`src/bpc_pkg.sv`:
```
package bpc_pkg;

  localparam int unsigned CFG_W     = 16;
  localparam int unsigned CFG_IDX_W = 2;
  localparam int unsigned EV_W      = 7;
  localparam int unsigned NUM_BTN   = 3;

  // configuration register indexes
  localparam logic [CFG_IDX_W-1:0] CFG_LONG_PRESS    = 2'd0;
  localparam logic [CFG_IDX_W-1:0] CFG_DOUBLE_WINDOW = 2'd1;
  localparam logic [CFG_IDX_W-1:0] CFG_PURGE         = 2'd2;
  localparam logic [CFG_IDX_W-1:0] CFG_BOOT_MODE     = 2'd3;

  localparam logic [CFG_W-1:0] LONG_PRESS_RST    = 16'd1000;
  localparam logic [CFG_W-1:0] DOUBLE_WINDOW_RST = 16'd300;
  localparam logic [CFG_W-1:0] PURGE_RST         = 16'd1000;

  localparam int unsigned BTN_LEFT   = 0;
  localparam int unsigned BTN_CENTRE = 1;
  localparam int unsigned BTN_RIGHT  = 2;

  // pending event bits per button; centre has no long or double bit
  localparam logic [NUM_BTN-1:0][EV_W-1:0] SHORT_BIT = {7'h10, 7'h08, 7'h01};
  localparam logic [NUM_BTN-1:0][EV_W-1:0] LONG_BIT  = {7'h20, 7'h00, 7'h02};
  localparam logic [NUM_BTN-1:0][EV_W-1:0] DBL_BIT   = {7'h40, 7'h00, 7'h04};
  // bits that survive a purge tick (all but the short bits)
  localparam logic [EV_W-1:0] PURGE_KEEP = 7'h66;

  typedef struct packed {
    logic            left_level;
    logic            centre_level;
    logic            right_level;
    logic            flight_locked;
    logic [EV_W-1:0] ack_mask;
  } bpc_in_t;

  typedef struct packed {
    logic [EV_W-1:0] pending_events;
    logic            screen_reset;
    logic            beep_ok;
    logic            beep_double;
    logic            reboot_request;
    logic            hold_active;
  } bpc_out_t;

  // per-button outcome of one tick
  typedef struct packed {
    logic boot_short;
    logic long_hit;
    logic dbl_hit;
    logic late_short;
    logic hold;
  } bpc_btn_ev_t;

endpackage

```
`src/bpc_button.sv`:
```
module bpc_button import bpc_pkg::*; #(
  parameter int unsigned TIMER_BITS = 16
) (
  input  logic                  clk_i,
  input  logic                  rst_ni,
  input  logic                  step_i,
  input  logic                  purge_i,
  input  logic                  pressed_i,
  input  logic                  boot_i,
  input  logic [TIMER_BITS-1:0] thr_i,
  input  logic [TIMER_BITS-1:0] win_i,
  output bpc_btn_ev_t           ev_o
);

  localparam logic [TIMER_BITS-1:0] TMax = '1;

  logic [TIMER_BITS-1:0] pt_q, pt_d, sr_q, sr_d;
  logic [TIMER_BITS-1:0] sr_inc, pt_new;
  logic                  handled_q, handled_d;

  always_comb begin
    sr_inc    = (sr_q != TMax) ? sr_q + 1'b1 : sr_q;
    pt_new    = (pt_q != TMax) ? pt_q + 1'b1 : pt_q;
    pt_d      = pt_q;
    sr_d      = sr_inc;
    handled_d = handled_q;
    ev_o      = '0;
    if (purge_i) begin
      pt_d = '0;
    end else begin
      priority if (pressed_i && boot_i) begin
        ev_o.boot_short = 1'b1;
        handled_d       = 1'b1;
        pt_d            = '0;
      end else if (pressed_i) begin
        pt_d = pt_new;
        if (pt_q != TMax && pt_new == thr_i) begin
          ev_o.long_hit = 1'b1;
          handled_d     = 1'b1;
          sr_d          = '0;
        end
        ev_o.hold = (pt_new < thr_i);
      end else if (pt_q != '0) begin
        pt_d = '0;
        if (pt_q < thr_i) begin
          // saturated release timer never counts as inside the window
          if (sr_inc != TMax && sr_inc < win_i) begin
            ev_o.dbl_hit = 1'b1;
            handled_d    = 1'b1;
          end else begin
            handled_d = 1'b0;
          end
          sr_d = '0;
        end
      end else if (!handled_q && (sr_inc == TMax || sr_inc > win_i)) begin
        ev_o.late_short = 1'b1;
        handled_d       = 1'b1;
      end else begin
        pt_d = pt_q;
      end
    end
  end

  always_ff @(posedge clk_i or negedge rst_ni) begin
    if (!rst_ni) begin
      pt_q      <= '0;
      sr_q      <= TMax;
      handled_q <= 1'b1;
    end else if (step_i) begin
      pt_q      <= pt_d;
      sr_q      <= sr_d;
      handled_q <= handled_d;
    end
  end

endmodule

```
`src/bpc_cfg_regs.sv`:
```
module bpc_cfg_regs import bpc_pkg::*; #(
  parameter int unsigned TIMER_BITS = 16
) (
  input  logic                  clk_i,
  input  logic                  rst_ni,
  input  logic                  cfg_valid_i,
  input  logic [CFG_IDX_W-1:0]  cfg_index_i,
  input  logic [CFG_W-1:0]      cfg_data_i,
  output logic [TIMER_BITS-1:0] thr_o,
  output logic [TIMER_BITS-1:0] win_o,
  output logic [TIMER_BITS-1:0] purge_o,
  output logic                  boot_o
);

  // compare width wide enough for both the register and the timer
  localparam int unsigned CW = (TIMER_BITS > CFG_W) ? TIMER_BITS : CFG_W;
  localparam logic [CW-1:0] TMaxExt = CW'({TIMER_BITS{1'b1}});

  logic [CFG_W-1:0] long_q, win_q, purge_q;
  logic             boot_q;
  logic [CW-1:0]    long_ext, win_ext, purge_ext;
  logic [TIMER_BITS-1:0] thr_clip;

  always_ff @(posedge clk_i or negedge rst_ni) begin
    if (!rst_ni) begin
      long_q  <= LONG_PRESS_RST;
      win_q   <= DOUBLE_WINDOW_RST;
      purge_q <= PURGE_RST;
      boot_q  <= 1'b0;
    end else if (cfg_valid_i) begin
      unique case (cfg_index_i)
        CFG_LONG_PRESS:    long_q  <= cfg_data_i;
        CFG_DOUBLE_WINDOW: win_q   <= cfg_data_i;
        CFG_PURGE:         purge_q <= cfg_data_i;
        CFG_BOOT_MODE:     boot_q  <= cfg_data_i[0];
        default:           boot_q  <= boot_q;
      endcase
    end
  end

  // clip to the timer range; a zero threshold acts as one
  always_comb begin
    long_ext  = CW'(long_q);
    win_ext   = CW'(win_q);
    purge_ext = CW'(purge_q);
    thr_clip  = (long_ext > TMaxExt) ? TMaxExt[TIMER_BITS-1:0] : long_ext[TIMER_BITS-1:0];
    thr_o     = (thr_clip == '0) ? TIMER_BITS'(1) : thr_clip;
    win_o     = (win_ext > TMaxExt) ? TMaxExt[TIMER_BITS-1:0] : win_ext[TIMER_BITS-1:0];
    purge_o   = (purge_ext > TMaxExt) ? TMaxExt[TIMER_BITS-1:0]
                                      : purge_ext[TIMER_BITS-1:0];
    boot_o    = boot_q;
  end

endmodule

```
`src/button_press_classifier.sv`:
```
// Button press classifier. One input beat is one 1 ms tick carrying three
// active-low button levels (left, centre, right), the flight-lock flag and an
// acknowledge mask for pending events. Each tick yields exactly one result
// beat: the pending event bits after this tick, plus one-tick pulses for
// screen reset, ok beep, double beep and reboot request, and a hold flag.
// Rate: one beat per clock. The whole tick update is one pass of logic from
// the held state and the incoming beat into the state registers and the
// result register, so the block accepts a beat every cycle; the only pause
// comes from the result register when its beat is stalled downstream, and
// then in_stall_o follows out_stall_i. out_valid_o is set in the cycle after
// an accept. A long press (long_press_ms ticks held) sets the long bit
// (centre: screen_reset) and starts a purge of purge_ms ticks, in which
// levels are ignored and short bits are cleared. Configuration writes are
// always taken (cfg_ready_o is tied high) and should only come while idle.
module button_press_classifier import bpc_pkg::*; #(
  parameter int unsigned TIMER_BITS = 16
) (
  input  logic                 clk_i,
  input  logic                 rst_ni,
  // input tick channel
  input  logic                 in_valid_i,
  output logic                 in_stall_o,
  input  bpc_in_t              in_data_i,
  // result channel
  output logic                 out_valid_o,
  input  logic                 out_stall_i,
  output bpc_out_t             out_data_o,
  // configuration write channel
  input  logic                 cfg_valid_i,
  output logic                 cfg_ready_o,
  input  logic [CFG_IDX_W-1:0] cfg_index_i,
  input  logic [CFG_W-1:0]     cfg_data_i
);

  logic [TIMER_BITS-1:0] thr, win, purge_len;
  logic                  boot;

  logic                  accept;
  logic [NUM_BTN-1:0]    pressed;
  bpc_btn_ev_t           ev [NUM_BTN];
  logic                  purge_act;

  logic [TIMER_BITS-1:0] purge_q, purge_d;
  logic [EV_W-1:0]       flags_q, flags_d;
  logic                  any_long;
  bpc_out_t              res;

  bpc_out_t              out_q;
  logic                  out_valid_q;

  assign cfg_ready_o = 1'b1;

  bpc_cfg_regs #(.TIMER_BITS(TIMER_BITS)) u_cfg (
    .clk_i       (clk_i),
    .rst_ni      (rst_ni),
    .cfg_valid_i (cfg_valid_i),
    .cfg_index_i (cfg_index_i),
    .cfg_data_i  (cfg_data_i),
    .thr_o       (thr),
    .win_o       (win),
    .purge_o     (purge_len),
    .boot_o      (boot)
  );

  // the result register frees up when its beat leaves or it is empty
  assign in_stall_o = out_valid_q & out_stall_i;
  assign accept     = in_valid_i & ~in_stall_o;
  assign purge_act  = (purge_q != '0);

  assign pressed[BTN_LEFT]   = ~in_data_i.left_level;
  assign pressed[BTN_CENTRE] = ~in_data_i.centre_level;
  assign pressed[BTN_RIGHT]  = ~in_data_i.right_level;

  for (genvar b = 0; b < NUM_BTN; b++) begin : g_btn
    bpc_button #(.TIMER_BITS(TIMER_BITS)) u_btn (
      .clk_i     (clk_i),
      .rst_ni    (rst_ni),
      .step_i    (accept),
      .purge_i   (purge_act),
      .pressed_i (pressed[b]),
      .boot_i    (boot),
      .thr_i     (thr),
      .win_i     (win),
      .ev_o      (ev[b])
    );
  end

  // merge per-button outcomes into the event flags and pulses
  always_comb begin
    flags_d  = flags_q & ~in_data_i.ack_mask;
    any_long = 1'b0;
    res      = '0;
    if (purge_act) begin
      flags_d = flags_d & PURGE_KEEP;
    end else begin
      res.reboot_request = pressed[BTN_LEFT] & ~pressed[BTN_CENTRE] &
                           pressed[BTN_RIGHT] & ~in_data_i.flight_locked;
      for (int i = 0; i < NUM_BTN; i++) begin
        // a late short replaces any long or double still pending
        if (ev[i].late_short) begin
          flags_d = (flags_d & ~(LONG_BIT[i] | DBL_BIT[i])) | SHORT_BIT[i];
        end
        if (ev[i].boot_short) flags_d = flags_d | SHORT_BIT[i];
        if (ev[i].long_hit)   flags_d = flags_d | LONG_BIT[i];
        if (ev[i].dbl_hit)    flags_d = flags_d | DBL_BIT[i];
        any_long        = any_long | ev[i].long_hit;
        res.beep_ok     = res.beep_ok | ev[i].boot_short | ev[i].long_hit |
                          ev[i].late_short;
        res.beep_double = res.beep_double | ev[i].dbl_hit;
        res.hold_active = res.hold_active | ev[i].hold;
      end
      res.screen_reset = ev[BTN_CENTRE].long_hit | ev[BTN_CENTRE].dbl_hit;
    end
    res.pending_events = flags_d;

    if (purge_act)     purge_d = purge_q - 1'b1;
    else if (any_long) purge_d = purge_len;
    else               purge_d = purge_q;
  end

  always_ff @(posedge clk_i or negedge rst_ni) begin
    if (!rst_ni) begin
      flags_q <= '0;
      purge_q <= '0;
    end else if (accept) begin
      flags_q <= flags_d;
      purge_q <= purge_d;
    end
  end

  always_ff @(posedge clk_i or negedge rst_ni) begin
    if (!rst_ni) begin
      out_valid_q <= 1'b0;
    end else begin
      out_valid_q <= accept | in_stall_o;
    end
  end

  // result payload, no reset needed
  always_ff @(posedge clk_i) begin
    if (accept) begin
      out_q <= res;
    end
  end

  assign out_valid_o = out_valid_q;
  assign out_data_o  = out_q;

endmodule

```
`config.mk`:
```
export PLATFORM = sky130hd
export DESIGN_NAME = button_press_classifier
export DESIGN_NICKNAME = d
export VERILOG_FILES = /design/src/bpc_pkg.sv /design/src/bpc_button.sv /design/src/bpc_cfg_regs.sv /design/src/button_press_classifier.sv
export SDC_FILE = /design/constraint.sdc
export NUM_CORES = 1
export LEC_CHECK = 0
export BUFFER_PORTS_ARGS = -buffer_cell sky130_fd_sc_hd__buf_4
export CAP_MARGIN = 20
export CELL_PAD_IN_SITES_DETAIL_PLACEMENT = 0
export CELL_PAD_IN_SITES_GLOBAL_PLACEMENT = 1
export CORE_UTILIZATION = 50
export CTS_BUF_LIST = sky130_fd_sc_hd__clkbuf_4
export CTS_CLUSTER_DIAMETER = 80
export DETAILED_ROUTE_END_ITERATION = 8
export HOLD_SLACK_MARGIN = 0.08
export MAX_ROUTING_LAYER = met4
export PLACE_DENSITY = 0.93
export SYNTH_ARGS = -nofsm -noshare
export SYNTH_HDL_FRONTEND = slang
export SYNTH_HIERARCHICAL = 1
export SYNTH_SLANG_ARGS = --single-unit
```
`constraint.sdc`:
```
create_clock -name clk_i -period 8.5 [get_ports clk_i]
set_input_delay 1.275 -clock clk_i [delete_from_list [all_inputs] [get_ports clk_i]]
set_output_delay 1.275 -clock clk_i [all_outputs]
set_load 0.1 [all_outputs]
```
==> qor.txt <==
DRT iter0 DRCs: 971
Path depth of the worst reg2reg path: 17
Worst IR Drop VDD: 0.0876 mV
Number of setup buffers added after CTS: 0
Cell area power density: 179 nW/um^2
Height of the chip: 175 um
Clock latency on the worst-skew pair: 630 ps
TritonCTS clock tree: yes
Count of cells resized by post-cts repair: 0
Area share of fa/ha/maj cells after synthesis: 12.7%
Flop-to-flop setup slack: 3510 ps
Main combinational cell family by area after synthesis: simple AND/OR/NAND/NOR gates
Fraction of post-synthesis cell area in the top cell type by area: 17.6%
Total of max-cap violations: 0
Synthesized area per cell: 8.77 sq um
Pin count of the biggest net entering global routing: 103
Post-synthesis cell type count: 73
Type of the worst setup path: flop to flop
Worst-case clock buffer depth: 2
Origin of the worst setup path: g_btn[0].u_btn/pt_q[5]
Result of the run: finished, final reports clean
Post-Syn Nets: 1,887
CP Launch Type: flop
Final Routed Wirelength: 41.3 mm
Number of fill cells: 2,700
Count of input and output buffers: 47
Type of element capturing the critical path: flop
Total iterations of the first detailed-routing run: 7
Root Buffer Master: sky130_fd_sc_hd__clkbuf_4
Via count: 12,868
Core region area: 29,000 sq um
Standby leakage power: 7.03 nW
Post-Synth Simple-Gate Area: 21.9%
Most used standard cells in the synthesized netlist: sky130_fd_sc_hd__inv_1 (162), sky130_fd_sc_hd__ha_1 (152), sky130_fd_sc_hd__nand2_1 (124), sky130_fd_sc_hd__dfrtp_1 (105), sky130_fd_sc_hd__o21ai_0 (100)
Largest fanout on the critical path: 17
Minimum clock period: 4990 ps
Yosys warning count: 6
Final weighted congestion in routability-driven placement: 0.946
Tightest slew margin relative to the limit: 29.2%
Sink count of the clock tree: 184
Share of the synthesized area in compound gates (AO/OA/AOI/OAI): 18.5%
Post-route DRC: 0
Library cell occupying the most area in the post-synthesis netlist: sky130_fd_sc_hd__dfrtp_1
Vias in the first global route: 12,484
Worst hold start: flags_q[3]
Largest clock skew in the final design: 40.7 ps
Setup violation total in the final timing report: 0
Width of the chip: 175 um
Antenna-violating nets left: 0
Number of antenna violations at the first check in global routing: 1
Initial core utilization: 51.4%
Synth area leaders: sky130_fd_sc_hd__dfrtp_1 (18%), sky130_fd_sc_hd__ha_1 (13%), sky130_fd_sc_hd__dfstp_2 (12%), sky130_fd_sc_hd__inv_1 (4.1%), sky130_fd_sc_hd__mux2_2 (4.1%)
CTS clk-pin slew, worst paths: 160 ps
Total grt overflow: 0
DR WL/cell: 19.9 um
Dominant register cell in the synthesized netlist: sky130_fd_sc_hd__dfrtp_1
Cts-stage hold buffer count: 0
Number of rows created at floorplan: 62
Peak clock frequency supported by timing: 200 MHz
Final slew viol count: 0
Final Cycle Share: 58.7%
Sequential share of the synthesized area: 31.8%
Area of the mapped netlist: 14,900 sq um
Signed area change from the synthesized netlist to the final layout: 4.76%
Count of final hold-check violations: 0
Multiplexer share of the synthesized area: 4.21%
Actual slew at the worst max-slew pin: 1060 ps
Deepest level of the CTS H-tree: 4
Worst endpoint data arrival time: 5490 ps
Summed negative setup slack over all endpoints: 0 ps
RSZ-0062 raised after global routing: false
# nets final: 1,869
Parity-gate share of the synthesized area counting xor and xnor cells: 3.57%
Asr flop ratio synth: 93.5%
Global-route wire length before repair: 66.7 mm
Number of flops mapped to enable cells by yosys: 12
WP data required: 9000 ps
Leading cell type by number of instances after synthesis: sky130_fd_sc_hd__inv_1
Path class of the lowest-slack min-delay path: flop to flop
Yosys reg bits: 184
Num CTS Buffers: 17
Reg-to-reg critical path endpoint: purge_q[4]
Critical path capture point: purge_q[4]
Final core utilization: 53.9%
I/O pin total: 49
Vias/cell: 6.18
Share of layout cells above drive strength 1: 16.0%
Die Area: 30,500 sq um
Half-perimeter wire length of the detailed placement result: 30.7 mm
Mapped Cells: 1,701
Global-route usage over all layers: 28.3%
Startpoint of the worst register-to-register path: g_btn[0].u_btn/pt_q[5]
cell type report:
class / count / area [sq um] / area share [%]
multi-input cells: 1262 / 9090 / 58.2
flip-flops and latches: 184 / 4750 / 30.4
inverters: 163 / 614 / 3.93
well taps: 384 / 480 / 3.07
repair buffers: 55 / 414 / 2.65
clock buffers: 21 / 158 / 1.01
clock inverters: 11 / 125 / 0.800
diodes: 1 / 2.50 / 0.0160
how the worst min path moves through the flow:
stage            endpoint  slack (ps)  cells past startpoint
5_1_grt        flags_q[3]         540                      2
3_3_place_gp   flags_q[3]         470                      2
3_5_place_dp   flags_q[3]         470                      2
4_1_cts        flags_q[3]         510                      2
6_report       flags_q[3]         500                      2
2_1_floorplan  flags_q[3]         450                      2
metal layers:
layer	track usage [%]	vias up	share of wire [%]
met1	36.4	6324	45
met4	9.67	0	3.1
met2	45.7	337	48
met3	3.96	66	4.4
met5	-	-	0
li1	-	6141	-
where the power goes:
group | switching (W) | total (W) | leakage, nW | internal (W)
Clock | 0.000333 | 0.000522 | 0.145 | 0.000189
Sequential | 0.000229 | 0.00130 | 2.19 | 0.00107
Combinational | 0.000578 | 0.000977 | 4.69 | 0.000399
Total | 0.00114 | 0.00280 | 7.03 | 0.00166
sequential cells by signal (all words and copies together), names as in the netlist:
name                   count
g_btn.u_btn/pt_q          48
g_btn.u_btn/sr_q          48
purge_q                   16
u_cfg/long_ext            16
u_cfg/purge_ext           16
u_cfg/win_ext             16
out_data_o                12
flags_q                    7
g_btn.u_btn/handled_q      3
out_valid_o                1
u_cfg/boot_o               1
per-stage QoR:
step / hold slack, ps / instance area, sq um / power (W) / std cells / worst slack (ps)
2_1_floorplan: 450 / 14900 / 0.00200 / 1701 / 4450
3_3_place_gp: 468 / 15300 / 0.00224 / 2045 / 3700
3_5_place_dp: 474 / 15300 / 0.00227 / 2046 / 3600
4_1_cts: 509 / 15600 / 0.00280 / 2078 / 3550
5_1_grt: 541 / 15600 / 0.00299 / 2081 / 3170
6_report: 504 / 15600 / 0.00280 / 2081 / 3510
placed cells by master (no fill, tap or decap), types with 15 or more instances in the layout:
cell type                  instances
sky130_fd_sc_hd__inv_1           161
sky130_fd_sc_hd__ha_1            152
sky130_fd_sc_hd__nand2_1         124
sky130_fd_sc_hd__dfrtp_1         105
sky130_fd_sc_hd__o21ai_0         100
sky130_fd_sc_hd__a21oi_1          89
sky130_fd_sc_hd__nor2_1           89
sky130_fd_sc_hd__nand3_1          76
sky130_fd_sc_hd__dfstp_2          67
sky130_fd_sc_hd__nand4_1          65
sky130_fd_sc_hd__mux2_2           54
sky130_fd_sc_hd__buf_4            53
sky130_fd_sc_hd__xnor2_1          47
sky130_fd_sc_hd__a22o_1           43
sky130_fd_sc_hd__nor3_1           38
sky130_fd_sc_hd__and3_1           35
sky130_fd_sc_hd__o21a_1           24
sky130_fd_sc_hd__o21ai_1          23
sky130_fd_sc_hd__o211ai_1         22
sky130_fd_sc_hd__nor4_1           21
sky130_fd_sc_hd__nand2b_1         21
sky130_fd_sc_hd__clkbuf_4         21
sky130_fd_sc_hd__a31oi_1          18
sky130_fd_sc_hd__and4_1           15
sky130_fd_sc_hd__or3_1            15
sky130_fd_sc_hd__a21o_1           15
cell families (layout without fill, tap and decap cells):
logic type | after synthesis | in the layout
compound gates | 410 | 410
xor+xnor | 60 | 60
fa+ha+maj | 152 | 152
buf+inv | 255 | 250
flops | 184 | 184
mux | 56 | 56
other cells | 1 | 2
simple gates | 583 | 583
critical path: stages (launching register included):
cell	delay, ps
sky130_fd_sc_hd__dfrtp_1	510
sky130_fd_sc_hd__and4_1	310
sky130_fd_sc_hd__nand4_4	160
sky130_fd_sc_hd__or3_1	530
sky130_fd_sc_hd__nand2_1	140
sky130_fd_sc_hd__nor2_1	60
sky130_fd_sc_hd__xor2_1	160
sky130_fd_sc_hd__ha_1	310
sky130_fd_sc_hd__nand4_1	90
sky130_fd_sc_hd__nor2_1	210
sky130_fd_sc_hd__nand3_1	130
sky130_fd_sc_hd__or4_1	560
sky130_fd_sc_hd__nor2_1	290
sky130_fd_sc_hd__or3_1	580
sky130_fd_sc_hd__nand2_1	400
sky130_fd_sc_hd__o22ai_1	260
sky130_fd_sc_hd__a22o_1	150
sky130_fd_sc_hd__nor2_1	40
No activity file was read; power rests on OpenSTA's default activity.
